## src/rtl/ezyx_pkg.sv

```systemverilog
// Shared types, widths and constants for the ZYX Euler angle unit.
package ezyx_pkg;

  localparam int CORDIC_STAGES_DEF = 16;
  localparam int ATAN_LEN = 24;

  // Squared magnitude scaled by 2^28, and its square root.
  localparam int SQ_W   = 60;
  localparam int ROOT_W = 30;
  localparam int REM_W  = 34;

  // CORDIC vector and angle accumulator widths (angle in 2^-24 rad).
  localparam int CW = 34;
  localparam int ZW = 29;

  localparam logic signed [ZW-1:0] ANG_PI = ZW'(52707179);
  localparam logic [16:0] OUT_PI      = 17'd25736;
  localparam logic [16:0] OUT_HALF_PI = 17'd12868;
  localparam logic [13:0] TOL_RESET   = 14'd8;

  localparam logic [23:0] ATAN_TAB [ATAN_LEN] = '{
    24'd13176795, 24'd7778716, 24'd4110060, 24'd2086331, 24'd1047214, 24'd524117,
    24'd262123, 24'd131069, 24'd65536, 24'd32768, 24'd16384, 24'd8192,
    24'd4096, 24'd2048, 24'd1024, 24'd512, 24'd256, 24'd128,
    24'd64, 24'd32, 24'd16, 24'd8, 24'd4, 24'd2
  };

  typedef struct packed {
    logic signed [15:0] m00;
    logic signed [15:0] m10;
    logic signed [15:0] m20;
    logic signed [15:0] m21;
    logic signed [15:0] m22;
  } pose_t;

  typedef struct packed {
    logic [REM_W-1:0]  rem;
    logic [ROOT_W-1:0] root;
    logic [SQ_W-1:0]   n;
    pose_t             pose;
  } sqrt_t;

  typedef struct packed {
    logic                 byp;
    logic signed [CW-1:0] x;
    logic signed [CW-1:0] y;
    logic signed [ZW-1:0] z;
  } lane_t;

endpackage

```

## src/rtl/ezyx_sqrt_cell.sv

```systemverilog
// One result bit of the pipelined integer square root, with the pose carried along.
module ezyx_sqrt_cell
  import ezyx_pkg::*;
(
  input  logic  clk,
  input  sqrt_t d_in,
  output sqrt_t d_out
);

  sqrt_t            q_r, q_nxt;
  logic [REM_W-1:0] rem_sh;
  logic [REM_W-1:0] trial;

  always_comb begin
    rem_sh = {d_in.rem[REM_W-3:0], d_in.n[SQ_W-1 -: 2]};
    trial  = {{(REM_W-ROOT_W-2){1'b0}}, d_in.root, 2'b01};
    q_nxt      = d_in;
    q_nxt.n    = {d_in.n[SQ_W-3:0], 2'b00};
    if (rem_sh >= trial) begin
      q_nxt.rem  = rem_sh - trial;
      q_nxt.root = {d_in.root[ROOT_W-2:0], 1'b1};
    end else begin
      q_nxt.rem  = rem_sh;
      q_nxt.root = {d_in.root[ROOT_W-2:0], 1'b0};
    end
  end

  always_ff @(posedge clk) begin
    q_r <= q_nxt;
  end

  assign d_out = q_r;

endmodule

```

## config.mk

```make
export PLATFORM = sky130hd
export DESIGN_NAME = ezyx_sqrt_cell
export DESIGN_NICKNAME = d
export VERILOG_FILES = /design/src/rtl/ezyx_pkg.sv /design/src/rtl/ezyx_sqrt_cell.sv
export SDC_FILE = /design/constraint.sdc
export NUM_CORES = 1
export LEC_CHECK = 0
export BUFFER_PORTS_ARGS = -buffer_cell sky130_fd_sc_hd__buf_2
export CAP_MARGIN = 30
export CORE_AREA = 2 2 157 159
export CTS_BUF_LIST = sky130_fd_sc_hd__clkbuf_4 sky130_fd_sc_hd__clkbuf_8
export CTS_CLUSTER_DIAMETER = 60
export DETAILED_ROUTE_END_ITERATION = 8
export DIE_AREA = 0 0 159 161
export HOLD_SLACK_MARGIN = 0.05
export SLEW_MARGIN = 20
export SYNTH_ARGS = -nofsm -noshare
export SYNTH_HDL_FRONTEND = slang
export SYNTH_SLANG_ARGS = --single-unit
```

## constraint.sdc

```tcl
create_clock -name clk -period 2.6 [get_ports clk]
set_input_delay 0 -clock clk [delete_from_list [all_inputs] [get_ports clk]]
set_output_delay 0 -clock clk [all_outputs]
set_load 0.02 [all_outputs]
```

==> results.py <==
metrics = {
    "run_status": {
        "status": "completed",
    },
    "job": {
        "maxCapViolCount": 0,
    },
    "routing": {
        "drt-vias-per-instance": 4.19,
        "antenna_left": 0,
        "vias": 6642,
        "drtIter0Drc": 301,
        "wire_per_inst_um": 18.5,
        "drc": 0,
        "first_pass_iters": 4,
        "wl_um": 29300,
    },
    "synthesis": {
        "synth.area.top_cells": "dfxtp_1 (62%), ha_1 (6.2%), nand2_1 (3.0%)",
        "ys_ff_latch": 202,
        "ys_warn_count": 0,
        "syn_area_per_cell_um2": 11.1,
        "async_flop_share": 0,
        "netlist_area_um2": 6480,
        "seq_area_frac_synth": 0.624,
        "yosysUniqueCellTypes": 57,
        "yosys.area.top_type": "dfxtp_1",
        "synth_top_flop_cell": "dfxtp_1",
        "synth_top_cell_area_share": 0.624,
        "synth_edf_count": 0,
        "syn_inst": 586,
    },
    "die": {
        "die_h_um": 161,
        "core_region_area_um2": 24000,
        "initial_core_util": 0.270,
        "dieArea_um2": 25600,
        "fp.dieW_um": 159,
        "ios": 409,
        "core.rowCount": 57,
    },
    "clocking": {
        "cts_root_buf": "clkbuf_8",
        "path_clk_slew_ns": 0.06,
        "cts.path.max_buffers": 3,
        "numCtsBuffers": 37,
        "htreeDepth": 2,
        "cts_tree": "built",
        "clock-sinks": 202,
    },
    "global_route": {
        "grt_pass1_vias": 7137,
        "use_met3": 0.0675,
        "grt_max_degree": 29,
        "grt_pass1_wl_um": 43100,
        "antenna_found_initial": 5,
        "track_usage": 0.221,
        "globalRouteMet1Util": 0.271,
        "grt-busiest-layer": "met2",
        "met2_usage": 0.362,
        "grt_overflow": 0,
    },
    "worst_setup_path": {
        "critPathKind": "in -> reg",
        "cp-end-kind": "flop",
        "start_kind": "input port",
        "crit_path_max_fanout": 7,
        "crit_required_ns": 3.04,
        "critPathArrivalTime_ns": 2.92,
    },
    "pwr": {
        "seqPwrFrac": 0.411,
        "sw_frac_of_total": 0.292,
        "power_density_nw_per_um2": 703,
        "p_leak_nw": 5.76,
        "p_comb_frac": 0.210,
        "p_switching_mw": 2.43,
        "peakVddDrop_uv": 413,
        "p_int_mw": 5.89,
        "power_mw": 8.32,
        "p_clk_frac": 0.379,
    },
    "finish": {
        "area_growth_pct": 82.5,
        "final_cells": 1584,
        "fin_area_um2": 11800,
        "final_common_cell": "buf_2",
        "nets": 1467,
        "largest_reg_flops": 202,
        "drive_gt1_frac": 0.408,
        "layout_common_cells": "buf_2 (404), dfxtp_1 (202), dlygate4sd3_1 (202)",
    },
    "sta": {
        "finalCritPeriodShare": 0.955,
        "period_minus_slack_ns": 2.48,
        "maxSlewViolCount": 0,
        "clock.fmax_mhz": 403,
        "hold_violations": 0,
        "final-setup-viol-count": 0,
        "rsz0062_at_grt": "true",
    },
    "placement": {
        "place.port_buffers": 404,
        "dp_cells": 1313,
        "place_congestion": 0.829,
        "dpl_cell_area_um2": 8930,
        "post-dp-hpwl_um": 21500,
    },
    "worst_hold_path": {
        "hold_path.class": "in -> reg",
    },
}
-- per-layer routing --
layer | vias up | routed length, um
met4 | 6 | 1200
li1 | 3276 | -
met1 | 3032 | 12500
met3 | 63 | 2030
met2 | 265 | 13600
met5 | - | 36
-- power by group through the flow --
stage          Combinational [mW]  Clock, mW  Sequential, mW
2_1_floorplan               0.494          0            3.81
3_3_place_gp                 1.45          0            3.48
3_5_place_dp                 1.46          0            3.48
4_1_cts                      1.72       3.22            3.42
5_1_grt                      1.87       3.38            3.44
6_report                     1.75       3.15            3.42
-- through the flow --
step	util	setup slack, ns	setup TNS [ns]	hold WS (ns)
finish	0.494	0.116	0	0.107
global route	0.493	-0.0557	-0.0557	0.0816
CTS	0.490	0.0204	0	0.0684
detailed placement	0.373	0.0499	0	0.104
global placement	0.373	0.0852	0	0.102
floorplan	-	0.399	0	0.0277
-- worst max-delay path, cell delays in order --
cell and delay [ns]:
dlygate4sd3_1 0.54, buf_2 0.11, inv_1 0.04, ha_1 0.38, and2_1 0.20, o211ai_1 0.19, nand3_1 0.14, a41o_1 0.33
a2111oi_4 0.34, nor2_1 0.17, a2111oi_4 0.32, xor2_1 0.16
-- cells in the mapped netlist (all sizes together), types with 3 or more instances --
master     n
inv       45
o21bai     6
o21ai     40
nand4      7
xor2      11
o21a       5
nor2b      3
a31oi      3
o211a      3
nor3       8
o31ai      4
and2       7
xnor2     18
clkbuf    11
o211ai     7
nand2b     4
nand3      5
nand2     52
ha        32
nor2      20
dfxtp    202
buf        8
a2111oi    3
nor4       3
and3       6
a21o      10
a21oi     39
-- layout make-up --
type | count | area [um^2]
Multi-Input combinational cell | 321 | 2230
Clock buffer | 56 | 714
Antenna cell | 3 | 7.51
Timing Repair Buffer | 623 | 4180
Clock inverter | 10 | 68.8
Fill cell | 2256 | 12100
Inverter | 45 | 169
Tap cell | 324 | 405
Sequential cell | 202 | 4040
-- timing repair --
item                       in CTS  in global routing
hold endpoints to repair      202                  0
resized for setup               0                 18
buffers inserted                0                  0
hold buffers                  202                  0
setup endpoints to repair       0                 18
-- cell families after synthesis --
kind of cell | Yosys count | share of synthesized area
XOR/XNOR | 29 | 0.0392
adder cells (fa/ha/maj) | 32 | 0.0618
multiplexers | 3 | 0.00540
flip-flops | 202 | 0.624
AND/OR/NAND/NOR | 121 | 0.0871
AO/OA/AOI/OAI | 134 | 0.138
buffers and inverters | 64 | 0.0444
other | 1 | 0.000579
-- final timing paths --
check	startpoint	end	slack (ns)	depth (start not counted)
worst min-delay path	d_in[66]	d_out[66]$_DFF_P_	0.11	2
worst max-delay path	d_in[144]	d_out[203]$_DFF_P_	0.12	12
(Power assumes the default switching activity.)
