File: src/rtl/ezyx_pkg.sv
// Shared types, widths and constants for the ZYX Euler angle unit.
package ezyx_pkg;

  localparam int CORDIC_STAGES_DEF = 16;
  localparam int ATAN_LEN = 24;

  // Squared magnitude scaled by 2^28, and its square root.
  localparam int SQ_W   = 60;
  localparam int ROOT_W = 30;
  localparam int REM_W  = 34;

  // CORDIC vector and angle accumulator widths (angle in 2^-24 rad).
  localparam int CW = 34;
  localparam int ZW = 29;

  localparam logic signed [ZW-1:0] ANG_PI = ZW'(52707179);
  localparam logic [16:0] OUT_PI      = 17'd25736;
  localparam logic [16:0] OUT_HALF_PI = 17'd12868;
  localparam logic [13:0] TOL_RESET   = 14'd8;

  localparam logic [23:0] ATAN_TAB [ATAN_LEN] = '{
    24'd13176795, 24'd7778716, 24'd4110060, 24'd2086331, 24'd1047214, 24'd524117,
    24'd262123, 24'd131069, 24'd65536, 24'd32768, 24'd16384, 24'd8192,
    24'd4096, 24'd2048, 24'd1024, 24'd512, 24'd256, 24'd128,
    24'd64, 24'd32, 24'd16, 24'd8, 24'd4, 24'd2
  };

  typedef struct packed {
    logic signed [15:0] m00;
    logic signed [15:0] m10;
    logic signed [15:0] m20;
    logic signed [15:0] m21;
    logic signed [15:0] m22;
  } pose_t;

  typedef struct packed {
    logic [REM_W-1:0]  rem;
    logic [ROOT_W-1:0] root;
    logic [SQ_W-1:0]   n;
    pose_t             pose;
  } sqrt_t;

  typedef struct packed {
    logic                 byp;
    logic signed [CW-1:0] x;
    logic signed [CW-1:0] y;
    logic signed [ZW-1:0] z;
  } lane_t;

endpackage

File: src/rtl/ezyx_cordic_cell.sv
// One vectoring iteration of a CORDIC lane.
module ezyx_cordic_cell
  import ezyx_pkg::*;
#(
  parameter int SHIFT = 0
) (
  input  logic  clk,
  input  lane_t d_in,
  output lane_t d_out
);

  localparam logic signed [ZW-1:0] ANG = ZW'(ATAN_TAB[SHIFT]);

  lane_t                q_r, q_nxt;
  logic signed [CW-1:0] xs, ys;

  always_comb begin
    xs    = d_in.x >>> SHIFT;
    ys    = d_in.y >>> SHIFT;
    q_nxt = d_in;
    if (!d_in.byp) begin
      if (!d_in.y[CW-1]) begin
        q_nxt.x = d_in.x + ys;
        q_nxt.y = d_in.y - xs;
        q_nxt.z = d_in.z + ANG;
      end else begin
        q_nxt.x = d_in.x - ys;
        q_nxt.y = d_in.y + xs;
        q_nxt.z = d_in.z - ANG;
      end
    end
  end

  always_ff @(posedge clk) begin
    q_r <= q_nxt;
  end

  assign d_out = q_r;

endmodule
File: config.mk
export PLATFORM = sky130hd
export DESIGN_NAME = ezyx_cordic_cell
export DESIGN_NICKNAME = d
export VERILOG_FILES = /design/src/rtl/ezyx_pkg.sv /design/src/rtl/ezyx_cordic_cell.sv
export SDC_FILE = /design/constraint.sdc
export NUM_CORES = 1
export LEC_CHECK = 0
export BUFFER_PORTS_ARGS = -buffer_cell sky130_fd_sc_hd__buf_4
export CAP_MARGIN = 20
export CELL_PAD_IN_SITES_DETAIL_PLACEMENT = 1
export CELL_PAD_IN_SITES_GLOBAL_PLACEMENT = 2
export CORE_AREA = 2 2 239 147
export CTS_BUF_LIST = sky130_fd_sc_hd__clkbuf_4
export CTS_CLUSTER_DIAMETER = 80
export CTS_CLUSTER_SIZE = 20
export DETAILED_ROUTE_END_ITERATION = 8
export DIE_AREA = 0 0 241 149
export PLACE_DENSITY_LB_ADDON = 0.1
export SKIP_LAST_GASP = 1
export SLEW_MARGIN = 20
export SYNTH_ARGS = -nofsm -noshare
export SYNTH_HDL_FRONTEND = slang
export SYNTH_SLANG_ARGS = --single-unit
File: constraint.sdc
create_clock -name clk -period 9.2 [get_ports clk]
set_input_delay 0.46 -clock clk [delete_from_list [all_inputs] [get_ports clk]]
set_output_delay 0.46 -clock clk [all_outputs]
set_load 0.005 [all_outputs]
==> results_dict.tcl <==
set metrics [dict create \
    status "complete, no violations" \
    ios 197 \
    root_buffer "clkbuf_4" \
    whs_path_depth 2 \
    max_slew.worst_pin.slew_ns 0.898 \
    die_area_sq_um 35900 \
    pwr-share-comb 0.492 \
    ys_top_cells_by_count "a21oi_1 (143), nor2_1 (128), ha_1 (127)" \
    peakVddDrop_mv 0.0553 \
    drt_iter0_markers 729 \
    ys_seq_area_frac 0.197 \
    row_count 53 \
    hold_path_class "input port to flop" \
    antenna_left 0 \
    fin_util 0.353 \
    drt-total-wl_mm 39.8 \
    drive_above_1_share 0.157 \
    grt_pass1_wl_mm 60.5 \
    multiInputGateArea_sq_um 7350 \
    ff_latch_area_sq_um 1960 \
    fmax_ghz 0.285 \
    drtPass1Iterations 5 \
    p_sw_uw 643 \
    path_cells "buf_4, inv_2, buf_4, ha_1, o21a_1, o21ai_0, a21oi_1, o41ai_1, a21oi_1, a21oi_1, o21bai_1, a21oi_1, xnor2_1, o21ai_0" \
    cp_data_required_time_ns 9.66 \
    grt_max_degree 78 \
    pre_cts_slack_ns 5.10 \
    layout_setup_ws_ns 5.69 \
    finalCritPeriodShare 0.382 \
    setup_viol 0 \
    synth_top_family_by_area "compound AO/OA/AOI/OAI gates" \
    fin_crit_ns 3.51 \
    vias 10221 \
    clkTransAtPathRegs_ns 0.18 \
    max_stage_delay_ns 0.68 \
    grt_usage 0.221 \
    cp-end-kind "flop" \
    p_leak_uw 0.00560 \
    die_y_um 149 \
    synth-simple-area-share 0.172 \
    intPower_uw 900 \
    switching_share 0.417 \
    gr-total-overflow 0 \
    drv_cap 0 \
    synth_top_area_frac 0.197 \
    ys_seq_elements 98 \
    cts_tree "yes" \
    antenna_found_initial 2 \
    path_max_fanout 56 \
    muxShareOfSynthArea 0.0407 \
    syn_area_per_cell_sq_um 7.39 \
    cts-buffers-inserted 9 \
    ctsResizeCount 0 \
    setup_tns_ns 0 \
    synth_edf_count 0 \
    clockBufferDepth 2 \
    yosysWarnings 0 \
    syn-instance-count 1350 \
    p_per_area_nw_per_um2 128 \
    synthArstFlopShare 0 \
    rsz0062_at_grt "false" \
    finalNetCount 1732 \
    viasPerCell 5.17 \
    startpoint_type "input port" \
    crit_arrival_ns 3.97 \
    core_sq_um 34100 \
    syn_nets 1580 \
    fillCellCount 4268 \
    io_buffer_count 196 \
    wl_per_cell_um 20.1 \
    crit_top_cell "a21oi_1" \
    synth_compound_area_frac 0.282 \
    synth_cell_type_count 71 \
    crit_family "compound AO/OA/AOI/OAI gates" \
    synth_most_common_cell "a21oi_1" \
    h-tree-depth 3 \
    maxSlewViolCount 0 \
    seqPwrFrac 0.330 \
    synth-main-ff-cell "dfxtp_1" \
    globalplace.congestion 0.907 \
    worstHoldEndpoint "d_out[0]$_DFF_P_" \
    critical_path_buf_inv_count 3 \
    cp-startpoint "d_in[62]" \
    worstSetupPathDepth 14 \
    worst_path_max_delay_cell "buf_4" \
    timing.hold.ws_ns 0.0789 \
    yosys.area.top_type "dfxtp_1" \
    power.share.clock 0.178 \
    crit_type "input port to flop" \
    clock_sinks 98 \
    synthAdderAreaFrac 0.167 \
    grt_pass1_vias 9697 \
    finalHoldViolations 0 \
    syn_area_sq_um 9970 \
    start_util 0.293 \
    synth-xor-area-share 0.0755 \
    syn_to_final_growth_pct 20.5 \
    drc 0 \
    die_width_um 241 \
    largest_register_ffs 98 \
    hold_start "d_in[0]" \
    synth_area_leaders "dfxtp_1 (20%), ha_1 (16%), a21oi_1 (7.2%)" \
    maxSlewHeadroom 0.394 \
    dp_hpwl_mm 32.3 \
]
## per-stage QoR
stage / cells / cell area (sq um) / power, uW
2_1_floorplan: 1350 / 9970 / 958
6_report: 1976 / 12000 / 1540
3_5_place_dp: 1951 / 11800 / 1270
3_3_place_gp: 1951 / 11800 / 1270
5_1_grt: 1976 / 12000 / 1660
4_1_cts: 1974 / 12000 / 1560
## cell families after synthesis
family | after synthesis
xor gates and xnor gates | 86
muxes | 40
DFF | 98
and+or+nand+nor | 381
AOI/OAI and AO/OA | 443
adders and majority gates | 131
buffers and inverters | 171
## placed cells by master (no fill, tap or decap), drive strengths merged, types with 7 or more instances in the layout
cell type | synthesis | layout
o211ai | 12 | 12
nand3 | 27 | 27
nand2b | 11 | 11
a21oi | 144 | 144
and3 | 9 | 9
clkbuf | 49 | 9
nand2 | 121 | 121
dfxtp | 98 | 98
nor3 | 28 | 28
a21boi | 9 | 9
ha | 127 | 127
o21ai | 109 | 109
buf | 17 | 200
a211oi | 9 | 9
inv | 102 | 107
a21o | 36 | 36
and2 | 12 | 12
a31oi | 16 | 16
xor2 | 20 | 20
nor2 | 128 | 128
dlygate4sd3 | 0 | 7
xnor2 | 66 | 66
mux2i | 36 | 36
nand4 | 10 | 10
nor2b | 12 | 12
o21bai | 20 | 20
o21a | 12 | 12
o31ai | 14 | 14
## worst max path at each step
| stage | end |
|---|---|
| floorplan | d_out[27]$_DFF_P_ |
| global placement | d_out[22]$_DFF_P_ |
| detailed placement | d_out[22]$_DFF_P_ |
| CTS | d_out[93]$_DFF_P_ |
| global route | d_out[93]$_DFF_P_ |
| finish | d_out[22]$_DFF_P_ |
## metal layers
layer,GRT usage,part of all wire
met4,0.0324,0.0070
met5,0,0
met2,0.278,0.37
met3,0.0392,0.060
met1,0.374,0.56
## final cells by class
| class | instances | area share |
|---|---|---|
| Multi-Input combinational cell | 1081 | 0.612 |
| Sequential cell | 98 | 0.163 |
| Timing Repair Buffer | 207 | 0.131 |
| Tap cell | 467 | 0.0486 |
| Inverter | 105 | 0.0328 |
| Clock inverter | 7 | 0.00687 |
| Clock buffer | 9 | 0.00562 |
| Antenna cell | 2 | 0.000416 |
## power by group through the flow
stage | logic (uW) | clock network [uW] | registers, uW
2_1_floorplan | 433 | 0 | 524
4_1_cts | 754 | 295 | 512
3_5_place_dp | 747 | 0 | 520
5_1_grt | 836 | 308 | 516
6_report | 759 | 274 | 510
3_3_place_gp | 748 | 0 | 520
## timing repair
action / in CTS / in global routing
hold buffers: 7 / 0
hold endpoints to repair: 7 / 0
endpoints found under the setup margin: 0 / 0
buffers inserted: 0 / 0
No activity file was read; power rests on OpenSTA's default activity.
